`config.mk`:
```
export PLATFORM = sky130hd
export DESIGN_NAME = dcdc_keepalive_supervisor_unit
export DESIGN_NICKNAME = d
export VERILOG_FILES = /design/src/hw/rtl/dks_pkg.sv /design/src/hw/rtl/dks_cfg_regs.sv /design/src/hw/rtl/dks_rules.sv /design/src/hw/rtl/dcdc_keepalive_supervisor_unit.sv
export VERILOG_INCLUDE_DIRS = /design/src /design/src/hw/rtl
export SDC_FILE = /design/constraint.sdc
export NUM_CORES = 1
export LEC_CHECK = 0
export BUFFER_PORTS_ARGS = -buffer_cell sky130_fd_sc_hd__buf_2
export CORE_MARGIN = 5
export CORE_UTILIZATION = 30
export CTS_BUF_LIST = sky130_fd_sc_hd__clkbuf_16
export CTS_CLUSTER_DIAMETER = 120
export CTS_CLUSTER_SIZE = 28
export DETAILED_ROUTE_END_ITERATION = 12
export PLACE_DENSITY = 0.52
export SYNTH_ARGS = -nofsm -noshare
export SYNTH_HDL_FRONTEND = slang
export SYNTH_HIERARCHICAL = 1
export SYNTH_SLANG_ARGS = --single-unit
```
`constraint.sdc`:
```
create_clock -name aclk -period 16.55 [get_ports aclk]
set_clock_uncertainty 0.05 [all_clocks]
set_input_delay 2.4825 -clock aclk [delete_from_list [all_inputs] [get_ports aclk]]
set_output_delay 2.4825 -clock aclk [all_outputs]
set_load 0.01 [all_outputs]
```
`src/hw/rtl/dcdc_keepalive_supervisor_unit_defines.svh`:
```
// ---------------------------------------------------------------------------
// Assertion macros for the keepalive supervisor.
// Both macros sample on aclk and are disabled while aresetn is low.
// ---------------------------------------------------------------------------
`ifndef DCDC_KEEPALIVE_SUPERVISOR_UNIT_DEFINES_SVH
`define DCDC_KEEPALIVE_SUPERVISOR_UNIT_DEFINES_SVH

// The consequent must hold in the same cycle as the antecedent.
`define DKS_ASSERT_IMP(label, ante, cons, msg) \
    label: assert property (@(posedge aclk) disable iff (!aresetn) (ante) |-> (cons)) \
        else $error(msg);

// The consequent must hold in the cycle after the antecedent.
`define DKS_ASSERT_NEXT(label, ante, cons, msg) \
    label: assert property (@(posedge aclk) disable iff (!aresetn) (ante) |=> (cons)) \
        else $error(msg);

`endif

```
`src/hw/rtl/dks_pkg.sv`:
```
// ---------------------------------------------------------------------------
// dks_pkg
// Types, codes and constants shared by the keepalive supervisor modules.
// ---------------------------------------------------------------------------
`default_nettype none

package dks_pkg;

    // Configuration register indexes.
    localparam int unsigned CFG_IDX_W = 3;
    localparam int unsigned CFG_DATA_W = 15;
    localparam logic [CFG_IDX_W-1:0] CFG_SOC_LIMIT       = 3'd0;
    localparam logic [CFG_IDX_W-1:0] CFG_TIME_LIMIT      = 3'd1;
    localparam logic [CFG_IDX_W-1:0] CFG_START_THRESHOLD = 3'd2;
    localparam logic [CFG_IDX_W-1:0] CFG_AUTO_START      = 3'd3;
    localparam logic [CFG_IDX_W-1:0] CFG_BUS_ENABLE      = 3'd4;

    // Register reset values.
    localparam logic [10:0] SOC_LIMIT_TENTHS_RST = 11'd200;
    localparam logic [14:0] START_THRESHOLD_RST  = 15'd12200;

    // Timing and threshold constants.
    localparam logic [15:0] MS_PER_MIN       = 16'd60000;
    localparam logic [31:0] NO_CURRENT_MS    = 32'd60000;
    localparam logic [31:0] AUTO_LIMIT_MS    = 32'd1800000;
    localparam logic signed [16:0] CURRENT_SEEN_MA = 17'sd500;
    localparam logic [3:0]  TENTHS_PER_PCT   = 4'd10;

    typedef enum logic [1:0] {
        CMD_CHECK     = 2'd0,
        CMD_MANUAL_ON = 2'd1,
        CMD_DISABLE   = 2'd2,
        CMD_AFTER_IGN = 2'd3
    } dks_cmd_t;

    typedef enum logic [3:0] {
        EV_NONE         = 4'd0,
        EV_AUTO_START   = 4'd1,
        EV_IGN_STOP     = 4'd2,
        EV_CHG_STOP     = 4'd3,
        EV_PRE_STOP     = 4'd4,
        EV_SOC_STOP     = 4'd5,
        EV_TIME_STOP    = 4'd6,
        EV_AUTO_TIMEOUT = 4'd7,
        EV_BLOCKED      = 4'd8,
        EV_UNBLOCKED    = 4'd9,
        EV_EXT_PRE_STOP = 4'd10,
        EV_REFUSED      = 4'd11,
        EV_MANUAL_ON    = 4'd12,
        EV_DISABLED     = 4'd13
    } dks_event_t;

    // Configuration as seen by the rule logic, with limits pre-scaled.
    typedef struct packed {
        logic [10:0] soc_limit_tenths;
        logic [26:0] run_limit_ms;
        logic [14:0] start_threshold_mv;
        logic        auto_start_enable;
        logic        bus_enable;
    } dks_cfg_t;

    // One request on the input side.
    typedef struct packed {
        dks_cmd_t           command;
        logic [31:0]        now_ms;
        logic               ignition_on;
        logic               charging;
        logic               hvac_on;
        logic [9:0]         soc_tenths;
        logic [14:0]        aux_voltage_mv;
        logic signed [16:0] aux_current_ma;
    } dks_item_t;

    // Supervisor state.
    typedef struct packed {
        logic        running;
        logic        manual_flag;
        logic        auto_started_flag;
        logic        current_seen;
        logic        after_ignition_flag;
        logic        blocked_flag;
        logic        prev_hvac;
        logic [31:0] start_time_ms;
    } dks_state_t;

    // One result.
    typedef struct packed {
        logic       active;
        logic       manual_mode;
        logic       auto_blocked;
        logic       enable_ok;
        logic       no_current_warning;
        dks_event_t event_res;
    } dks_result_t;

    // Stop everything; the blocked and last-HVAC flags are kept.
    function automatic dks_state_t stop_all(input dks_state_t s);
        dks_state_t r;
        r = s;
        r.running = 1'b0;
        r.manual_flag = 1'b0;
        r.auto_started_flag = 1'b0;
        r.current_seen = 1'b0;
        r.after_ignition_flag = 1'b0;
        r.start_time_ms = '0;
        return r;
    endfunction

endpackage

`default_nettype wire

```
`src/hw/rtl/dks_cfg_regs.sv`:
```
// ---------------------------------------------------------------------------
// dks_cfg_regs
// Configuration registers; limits are scaled to rule units when written.
// ---------------------------------------------------------------------------
`default_nettype none

module dks_cfg_regs (
    input  wire logic                           aclk,
    input  wire logic                           aresetn,
    input  wire logic                           cfg_wr_en,
    input  wire logic [dks_pkg::CFG_IDX_W-1:0]  cfg_index,
    input  wire logic [dks_pkg::CFG_DATA_W-1:0] cfg_wdata,
    output dks_pkg::dks_cfg_t                   cfg
);
    import dks_pkg::*;

    dks_cfg_t cfg_reg;

    // Register write; the SOC limit is kept in tenths and the time limit in ms.
    always_ff @(posedge aclk) begin
        if (!aresetn) begin
            cfg_reg.soc_limit_tenths   <= SOC_LIMIT_TENTHS_RST;
            cfg_reg.run_limit_ms       <= '0;
            cfg_reg.start_threshold_mv <= START_THRESHOLD_RST;
            cfg_reg.auto_start_enable  <= 1'b0;
            cfg_reg.bus_enable         <= 1'b0;
        end else if (cfg_wr_en) begin
            case (cfg_index)
                CFG_SOC_LIMIT: begin
                    cfg_reg.soc_limit_tenths <=
                        11'(cfg_wdata[6:0]) * 11'(TENTHS_PER_PCT);
                end
                CFG_TIME_LIMIT: begin
                    cfg_reg.run_limit_ms <= 27'(cfg_wdata[10:0]) * 27'(MS_PER_MIN);
                end
                CFG_START_THRESHOLD: begin
                    cfg_reg.start_threshold_mv <= cfg_wdata[14:0];
                end
                CFG_AUTO_START: begin
                    cfg_reg.auto_start_enable <= cfg_wdata[0];
                end
                CFG_BUS_ENABLE: begin
                    cfg_reg.bus_enable <= cfg_wdata[0];
                end
                default: begin
                end
            endcase
        end
    end

    assign cfg = cfg_reg;

endmodule

`default_nettype wire

```
`src/hw/rtl/dks_rules.sv`:
```
// ---------------------------------------------------------------------------
// dks_rules
// Single-pass rule evaluation: next state and result for one request.
// ---------------------------------------------------------------------------
`default_nettype none

module dks_rules (
    input  wire dks_pkg::dks_item_t  item,
    input  wire dks_pkg::dks_state_t state_cur,
    input  wire dks_pkg::dks_cfg_t   cfg,
    output dks_pkg::dks_state_t      state_nxt,
    output dks_pkg::dks_result_t     result
);
    import dks_pkg::*;

    logic [31:0] elapsed;
    logic        soc_low;
    logic        cur_seen_now;
    logic        time_hit;

    // Shared comparisons.
    assign elapsed      = item.now_ms - state_cur.start_time_ms;
    assign soc_low      = {1'b0, item.soc_tenths} <= cfg.soc_limit_tenths;
    assign cur_seen_now = item.aux_current_ma > CURRENT_SEEN_MA;
    assign time_hit     = (cfg.run_limit_ms != '0) && (elapsed >= 32'(cfg.run_limit_ms));

    dks_state_t s;
    dks_event_t ev;
    logic       ok;
    logic       warn;
    logic       done;
    logic       cseen;

    // Rule chain; done marks that an earlier rule already gave the event.
    always_comb begin
        s     = state_cur;
        ev    = EV_NONE;
        ok    = 1'b0;
        warn  = 1'b0;
        done  = 1'b0;
        cseen = state_cur.current_seen || cur_seen_now;
        case (item.command)
            CMD_CHECK: begin
                // Rising HVAC in after-ignition mode is an external preconditioning.
                if (!state_cur.prev_hvac && item.hvac_on && state_cur.after_ignition_flag) begin
                    s = stop_all(s);
                    s.prev_hvac = item.hvac_on;
                    ev = EV_EXT_PRE_STOP;
                    done = 1'b1;
                end
                // Stop rules while running.
                if (!done && state_cur.running) begin
                    s.current_seen = cseen;
                    if (!cseen && (elapsed >= NO_CURRENT_MS)) begin
                        if (state_cur.auto_started_flag) begin
                            s = stop_all(s);
                            s.blocked_flag = 1'b1;
                            ev = EV_BLOCKED;
                            done = 1'b1;
                        end else if (state_cur.manual_flag) begin
                            warn = 1'b1;
                            s.current_seen = 1'b1;
                        end
                    end
                    if (!done) begin
                        if (item.ignition_on) begin
                            s = stop_all(s);
                            ev = EV_IGN_STOP;
                            done = 1'b1;
                        end else if (item.charging) begin
                            s = stop_all(s);
                            ev = EV_CHG_STOP;
                            done = 1'b1;
                        end else if (item.hvac_on && !state_cur.after_ignition_flag) begin
                            s = stop_all(s);
                            ev = EV_PRE_STOP;
                            done = 1'b1;
                        end else if (state_cur.manual_flag) begin
                            if (soc_low) begin
                                s = stop_all(s);
                                ev = EV_SOC_STOP;
                                done = 1'b1;
                            end else if (time_hit) begin
                                s = stop_all(s);
                                ev = EV_TIME_STOP;
                                done = 1'b1;
                            end
                        end else if (elapsed >= AUTO_LIMIT_MS) begin
                            s = stop_all(s);
                            ev = EV_AUTO_TIMEOUT;
                            done = 1'b1;
                        end
                    end
                end
                // Automatic start logic, gated by configuration and manual mode.
                if (!done && cfg.auto_start_enable && cfg.bus_enable && !s.manual_flag) begin
                    if (s.blocked_flag) begin
                        if (item.ignition_on || item.charging) begin
                            s.blocked_flag = 1'b0;
                            ev = EV_UNBLOCKED;
                        end else begin
                            done = 1'b1;
                        end
                    end
                    if (!done) begin
                        if (!item.ignition_on && !item.charging && !item.hvac_on &&
                            (item.aux_voltage_mv != '0) &&
                            (item.aux_voltage_mv < cfg.start_threshold_mv) &&
                            !s.running) begin
                            s.running = 1'b1;
                            s.start_time_ms = item.now_ms;
                            s.auto_started_flag = 1'b1;
                            s.current_seen = 1'b0;
                            ev = EV_AUTO_START;
                        end
                        s.prev_hvac = item.hvac_on;
                    end
                end
            end
            CMD_MANUAL_ON: begin
                if (soc_low) begin
                    ev = EV_REFUSED;
                end else begin
                    s.manual_flag = 1'b1;
                    s.running = 1'b1;
                    s.start_time_ms = item.now_ms;
                    s.auto_started_flag = 1'b0;
                    s.current_seen = 1'b0;
                    ok = 1'b1;
                    ev = EV_MANUAL_ON;
                end
            end
            CMD_DISABLE: begin
                s = stop_all(s);
                ev = EV_DISABLED;
            end
            default: begin
                s.after_ignition_flag = 1'b1;
            end
        endcase
    end

    assign state_nxt                 = s;
    assign result.active             = s.running;
    assign result.manual_mode        = s.manual_flag;
    assign result.auto_blocked       = s.blocked_flag;
    assign result.enable_ok          = ok;
    assign result.no_current_warning = warn;
    assign result.event_res          = ev;

endmodule

`default_nettype wire

```
`src/hw/rtl/dcdc_keepalive_supervisor_unit.sv`:
```
// ---------------------------------------------------------------------------
// dcdc_keepalive_supervisor_unit
// Keepalive supervisor for a 12 V auxiliary converter, one result per request.
// ---------------------------------------------------------------------------
// Every request on the s_ channel produces exactly one result on the m_ channel,
// via the input register and then the result register. The block takes one request
// per clock cycle unless the m_ channel stalls: rules are evaluated in a single pass
// between the input register and the result register, and the supervisor state is
// updated in the same cycle, so the next request already sees it. Config writes take
// effect in the cycle after the write and should be made while the block is idle.
// ---------------------------------------------------------------------------
`default_nettype none

`include "dcdc_keepalive_supervisor_unit_defines.svh"

module dcdc_keepalive_supervisor_unit (
    input  wire logic                           aclk,
    input  wire logic                           aresetn,
    // Configuration write port.
    input  wire logic                           cfg_wr_en,
    input  wire logic [dks_pkg::CFG_IDX_W-1:0]  cfg_index,
    input  wire logic [dks_pkg::CFG_DATA_W-1:0] cfg_wdata,
    // Request channel.
    input  wire logic                           s_tvalid,
    output logic                                s_tready,
    // now_ms[31:0], ignition_on[32], charging[33], hvac_on[34],
    // soc_tenths[44:35], aux_voltage_mv[59:45], aux_current_ma[76:60], zero fill.
    input  wire logic [79:0]                    s_tdata,
    // command[1:0].
    input  wire logic [1:0]                     s_tuser,
    // Result channel.
    output logic                                m_tvalid,
    input  wire logic                           m_tready,
    // active[0], manual_mode[1], auto_blocked[2], enable_ok[3],
    // no_current_warning[4], event_res[8:5], zero fill.
    output logic [15:0]                         m_tdata
);
    import dks_pkg::*;

    dks_cfg_t    cfg;
    dks_item_t   item_in;
    dks_item_t   item_reg;
    logic        in_valid_reg;
    logic        in_valid_next;
    dks_state_t  state_reg;
    dks_state_t  state_next;
    dks_result_t result;
    dks_result_t out_reg;
    logic        out_valid_reg;
    logic        out_valid_next;
    logic        s_accept;
    logic        advance;

    // Configuration registers.
    dks_cfg_regs u_cfg (
        .aclk      (aclk),
        .aresetn   (aresetn),
        .cfg_wr_en (cfg_wr_en),
        .cfg_index (cfg_index),
        .cfg_wdata (cfg_wdata),
        .cfg       (cfg)
    );

    // Unpack the incoming request.
    assign item_in.command        = dks_cmd_t'(s_tuser);
    assign item_in.now_ms         = s_tdata[31:0];
    assign item_in.ignition_on    = s_tdata[32];
    assign item_in.charging       = s_tdata[33];
    assign item_in.hvac_on        = s_tdata[34];
    assign item_in.soc_tenths     = s_tdata[44:35];
    assign item_in.aux_voltage_mv = s_tdata[59:45];
    assign item_in.aux_current_ma = s_tdata[76:60];

    // Handshake: a request moves on when the result register is free or draining.
    assign advance        = in_valid_reg && (!out_valid_reg || m_tready);
    assign s_tready       = !in_valid_reg || advance;
    assign s_accept       = s_tvalid && s_tready;
    assign in_valid_next  = s_accept || (in_valid_reg && !advance);
    assign out_valid_next = advance || (out_valid_reg && !m_tready);

    // Rule evaluation.
    dks_rules u_rules (
        .item      (item_reg),
        .state_cur (state_reg),
        .cfg       (cfg),
        .state_nxt (state_next),
        .result    (result)
    );

    // Control and state registers.
    always_ff @(posedge aclk) begin
        if (!aresetn) begin
            in_valid_reg  <= 1'b0;
            out_valid_reg <= 1'b0;
            state_reg     <= '0;
        end else begin
            in_valid_reg  <= in_valid_next;
            out_valid_reg <= out_valid_next;
            if (advance) begin
                state_reg <= state_next;
            end
        end
    end

    // Payload registers.
    always_ff @(posedge aclk) begin
        if (s_accept) begin
            item_reg <= item_in;
        end
        if (advance) begin
            out_reg <= result;
        end
    end

    assign m_tvalid = out_valid_reg;
    assign m_tdata  = {7'b0, out_reg.event_res, out_reg.no_current_warning,
                       out_reg.enable_ok, out_reg.auto_blocked, out_reg.manual_mode,
                       out_reg.active};

    // Manual mode never stands without the converter running.
    `DKS_ASSERT_IMP(a_manual_runs, state_reg.manual_flag, state_reg.running, "manual without running")
    // An accepted enable reports the manual event and an active manual run.
    `DKS_ASSERT_IMP(a_enable_ok, m_tvalid && out_reg.enable_ok, (out_reg.event_res == EV_MANUAL_ON) && out_reg.active && out_reg.manual_mode, "enable_ok inconsistent")
    // State changes only when a request is evaluated.
    `DKS_ASSERT_NEXT(a_state_hold, !advance, $stable(state_reg), "state changed without a request")

endmodule

`default_nettype wire
```
==> flow_summary.ini <==
[yosys]
avg_cell_area_syn_um2 = 9.11
yosys.area.top_type = edfxtp_1
synth-warning-count = 6
post_synth_inst_count = 1514
synth_edf_count = 88
netlist_top_cells_count = nand2_1 (201), ha_1 (161), inv_1 (159)
postSynth.topFlopCell = dfxtp_1
yosysUniqueCellTypes = 92
synth.cell_area_um2 = 13800
ys_seq_area_frac = 0.322
synth.top_cells.by_area = edfxtp_1 (19%), ha_1 (15%), dfxtp_1 (13%)
netlist.area_leader.share = 0.192
synth-seq-cells = 178
asyncSetResetFlopFracSynth = 0
most_repeated_cell_in_the_gate_level_netlist_after_synthesis = nand2_1

[global_routing]
grt_antenna_before_repair = 0
largest_net_degree_at_the_start_of_global_routing = 66
globalRouteTotalUtil = 0.135
first_global_vias = 10858
grt-ovfl-total = 0
wire_length_of_the_first_global_routing_pass_um = 56100

[placed_design]
placed_instances = 2172
dp.final_hpwl_um = 26300
place.port_buffers = 112
final_estimated_routing_congestion_in_global_placement = 0.850

[clock_tree]
worst_skew_pair.late_latency_ns = 0.46
holdBufCountCts = 0
cts_root_cell = clkbuf_16
cts_resized = 0
cts_tree = yes
clkSinkCount = 178
clk_pin_slew_ns = 0.07
cts_buffers = 17
cts-htree-levels = 4
cts.path.max_buffers = 2
post-cts-setup-buffer-count = 0

[routing]
drt-wirelength-per-cell_um = 15.5
route.detailed.drc = 0
routed-via-count = 10895
routed.top_layer = met4
dr.pass1.iters = 4
met1_length_um = 16500
route.antenna.remaining_nets = 0
wirelength_um = 34100
avgViaCountPerCell = 4.94
dr_wl_met3_um = 1430
drt_first_iter_violations = 517
met2_wirelength_um = 15800

[floorplan]
fp.dieArea_um2 = 50400
initial_core_utilization = 0.303
die_y_um = 224
die_w_um = 224
core_area_um2 = 45500
row_count = 78
num_io_pins = 123

[sta]
timing.slew.headroom = 0.333
setup_viol = 0
max_freq_mhz = 150
finalHoldViolations = 0
fin_tns_setup_ns = 0
final_min_period_over_clock_period = 0.404
rsz0062_at_grt = false
fin_crit_ns = 6.69
final_max_slew_viol_count = 0
max_slew.worst_pin.slew_ns = 0.993

[outcome]
run_status = complete, no violations

[setup_path]
critical_path_required_ns = 16.88
arrival_ns = 7.01
critPathCaptureType = flip-flop
crit_fanout = 9
worst-setup-path-type = in2reg
worst_setup_path_start_kind = primary input

[cells_and_area]
final_cell_count_no_fill = 2204
largest_reg_flops = 79
antenna_cells_inserted = 0
finish.net_count = 1894
post_route_cells_drive_above_1_share = 0.118
area.growth.synth_to_final_pct = 11.2

[job]
number_of_max_cap_violations = 0

[pwr]
power_density_nw_per_um2 = 96.6
worst_ir_drop_vdd_mv = 0.0882
leakage_nw = 6.21

[hold_path]
hold_path.class = reg2reg
cell usage in the layout (no fill, tap or decap), drive strengths merged, types with 14 or more instances in the layout:
master and instances:
nor2 67, a21oi 88, dfxtp 90, a22o 27
o21ai 70, mux2i 49, ha 161, nor3 22
nor4 17, nand2b 14, a21o 29, buf 120
clkbuf 17, a211oi 20, fa 37, xor2 15
o211ai 17, nand3 39, nand2 202, inv 169
and2 17, xnor2 24, nand4 24, nor2b 15
edfxtp 88, o21a 17
per-stage QoR:
| step | cell area [um2] | setup slack (ns) | utilization | total power, mW | hold slack, ns |
|---|---|---|---|---|---|
| floorplan | 13800 | 9.89 | - | 0.944 | 0.382 |
| detailed placement | 14700 | 9.41 | 0.324 | 1.08 | 0.400 |
| global placement | 14700 | 9.40 | 0.324 | 1.07 | 0.394 |
| finish | 15300 | 9.86 | 0.337 | 1.48 | 0.407 |
| CTS | 15300 | 9.90 | 0.337 | 1.50 | 0.415 |
| global route | 15300 | 9.44 | 0.337 | 1.60 | 0.428 |
cells by family (layout without fill, tap and decap cells):
group / count (synthesis) / in the layout / share of synthesized area
other: 2 / 13 / 0.000544
buffers and inverters: 232 / 311 / 0.0776
AOI/OAI and AO/OA: 356 / 356 / 0.180
DFF: 178 / 178 / 0.322
muxes: 51 / 51 / 0.0372
and+or+nand+nor: 458 / 458 / 0.158
xor gates and xnor gates: 39 / 39 / 0.0248
adders and majority gates: 198 / 198 / 0.200
where the power goes:
part	internal, mW	switching [mW]
combinational	0.232	0.337
sequential	0.485	0.0148
clock	0.216	0.196
total	0.933	0.549
routing by layer:
layer  up-vias  GRT usage
li1       5527          -
met1      5154      0.182
met2       189      0.222
met3        25     0.0296
met4         0     0.0346
met5         -          0
worst paths after layout:
| check | startpoint | to | slack (ns) | depth (start not counted) |
|---|---|---|---|---|
| worst max register to register | item_reg[45] | state_reg[14] | 9.90 | 25 |
| worst max-delay path | cfg_wdata[1] | u_cfg/cfg[40] | 9.86 | 17 |
| worst min-delay path | u_cfg/cfg[52] | u_cfg/cfg[52] | 0.41 | 2 |
| worst min register to register | u_cfg/cfg[52] | u_cfg/cfg[52] | 0.41 | 2 |
worst max-delay path, cell delays in order:
cell and delay [ns]:
buf_2 0.25, inv_1 0.10, fa_1 0.54, inv_1 0.05, fa_1 0.52, fa_1 0.44
fa_1 0.51, inv_1 0.05, fa_1 0.53, inv_1 0.04, ha_1 0.36, and2_1 0.21
a41oi_2 0.16, nor2b_1 0.06, a311o_1 0.34, o21a_1 0.19, o31ai_2 0.15
final cells by class:
| cell class | instances | area [um2] |
|---|---|---|
| Inverter | 159 | 597 |
| Clock inverter | 15 | 169 |
| Fill cell | 4799 | 30100 |
| Timing Repair Buffer | 120 | 623 |
| Sequential cell | 178 | 4440 |
| Multi-Input combinational cell | 1115 | 8330 |
| Clock buffer | 17 | 425 |
| Tap cell | 600 | 751 |
Power figures use the tool's default switching activity.
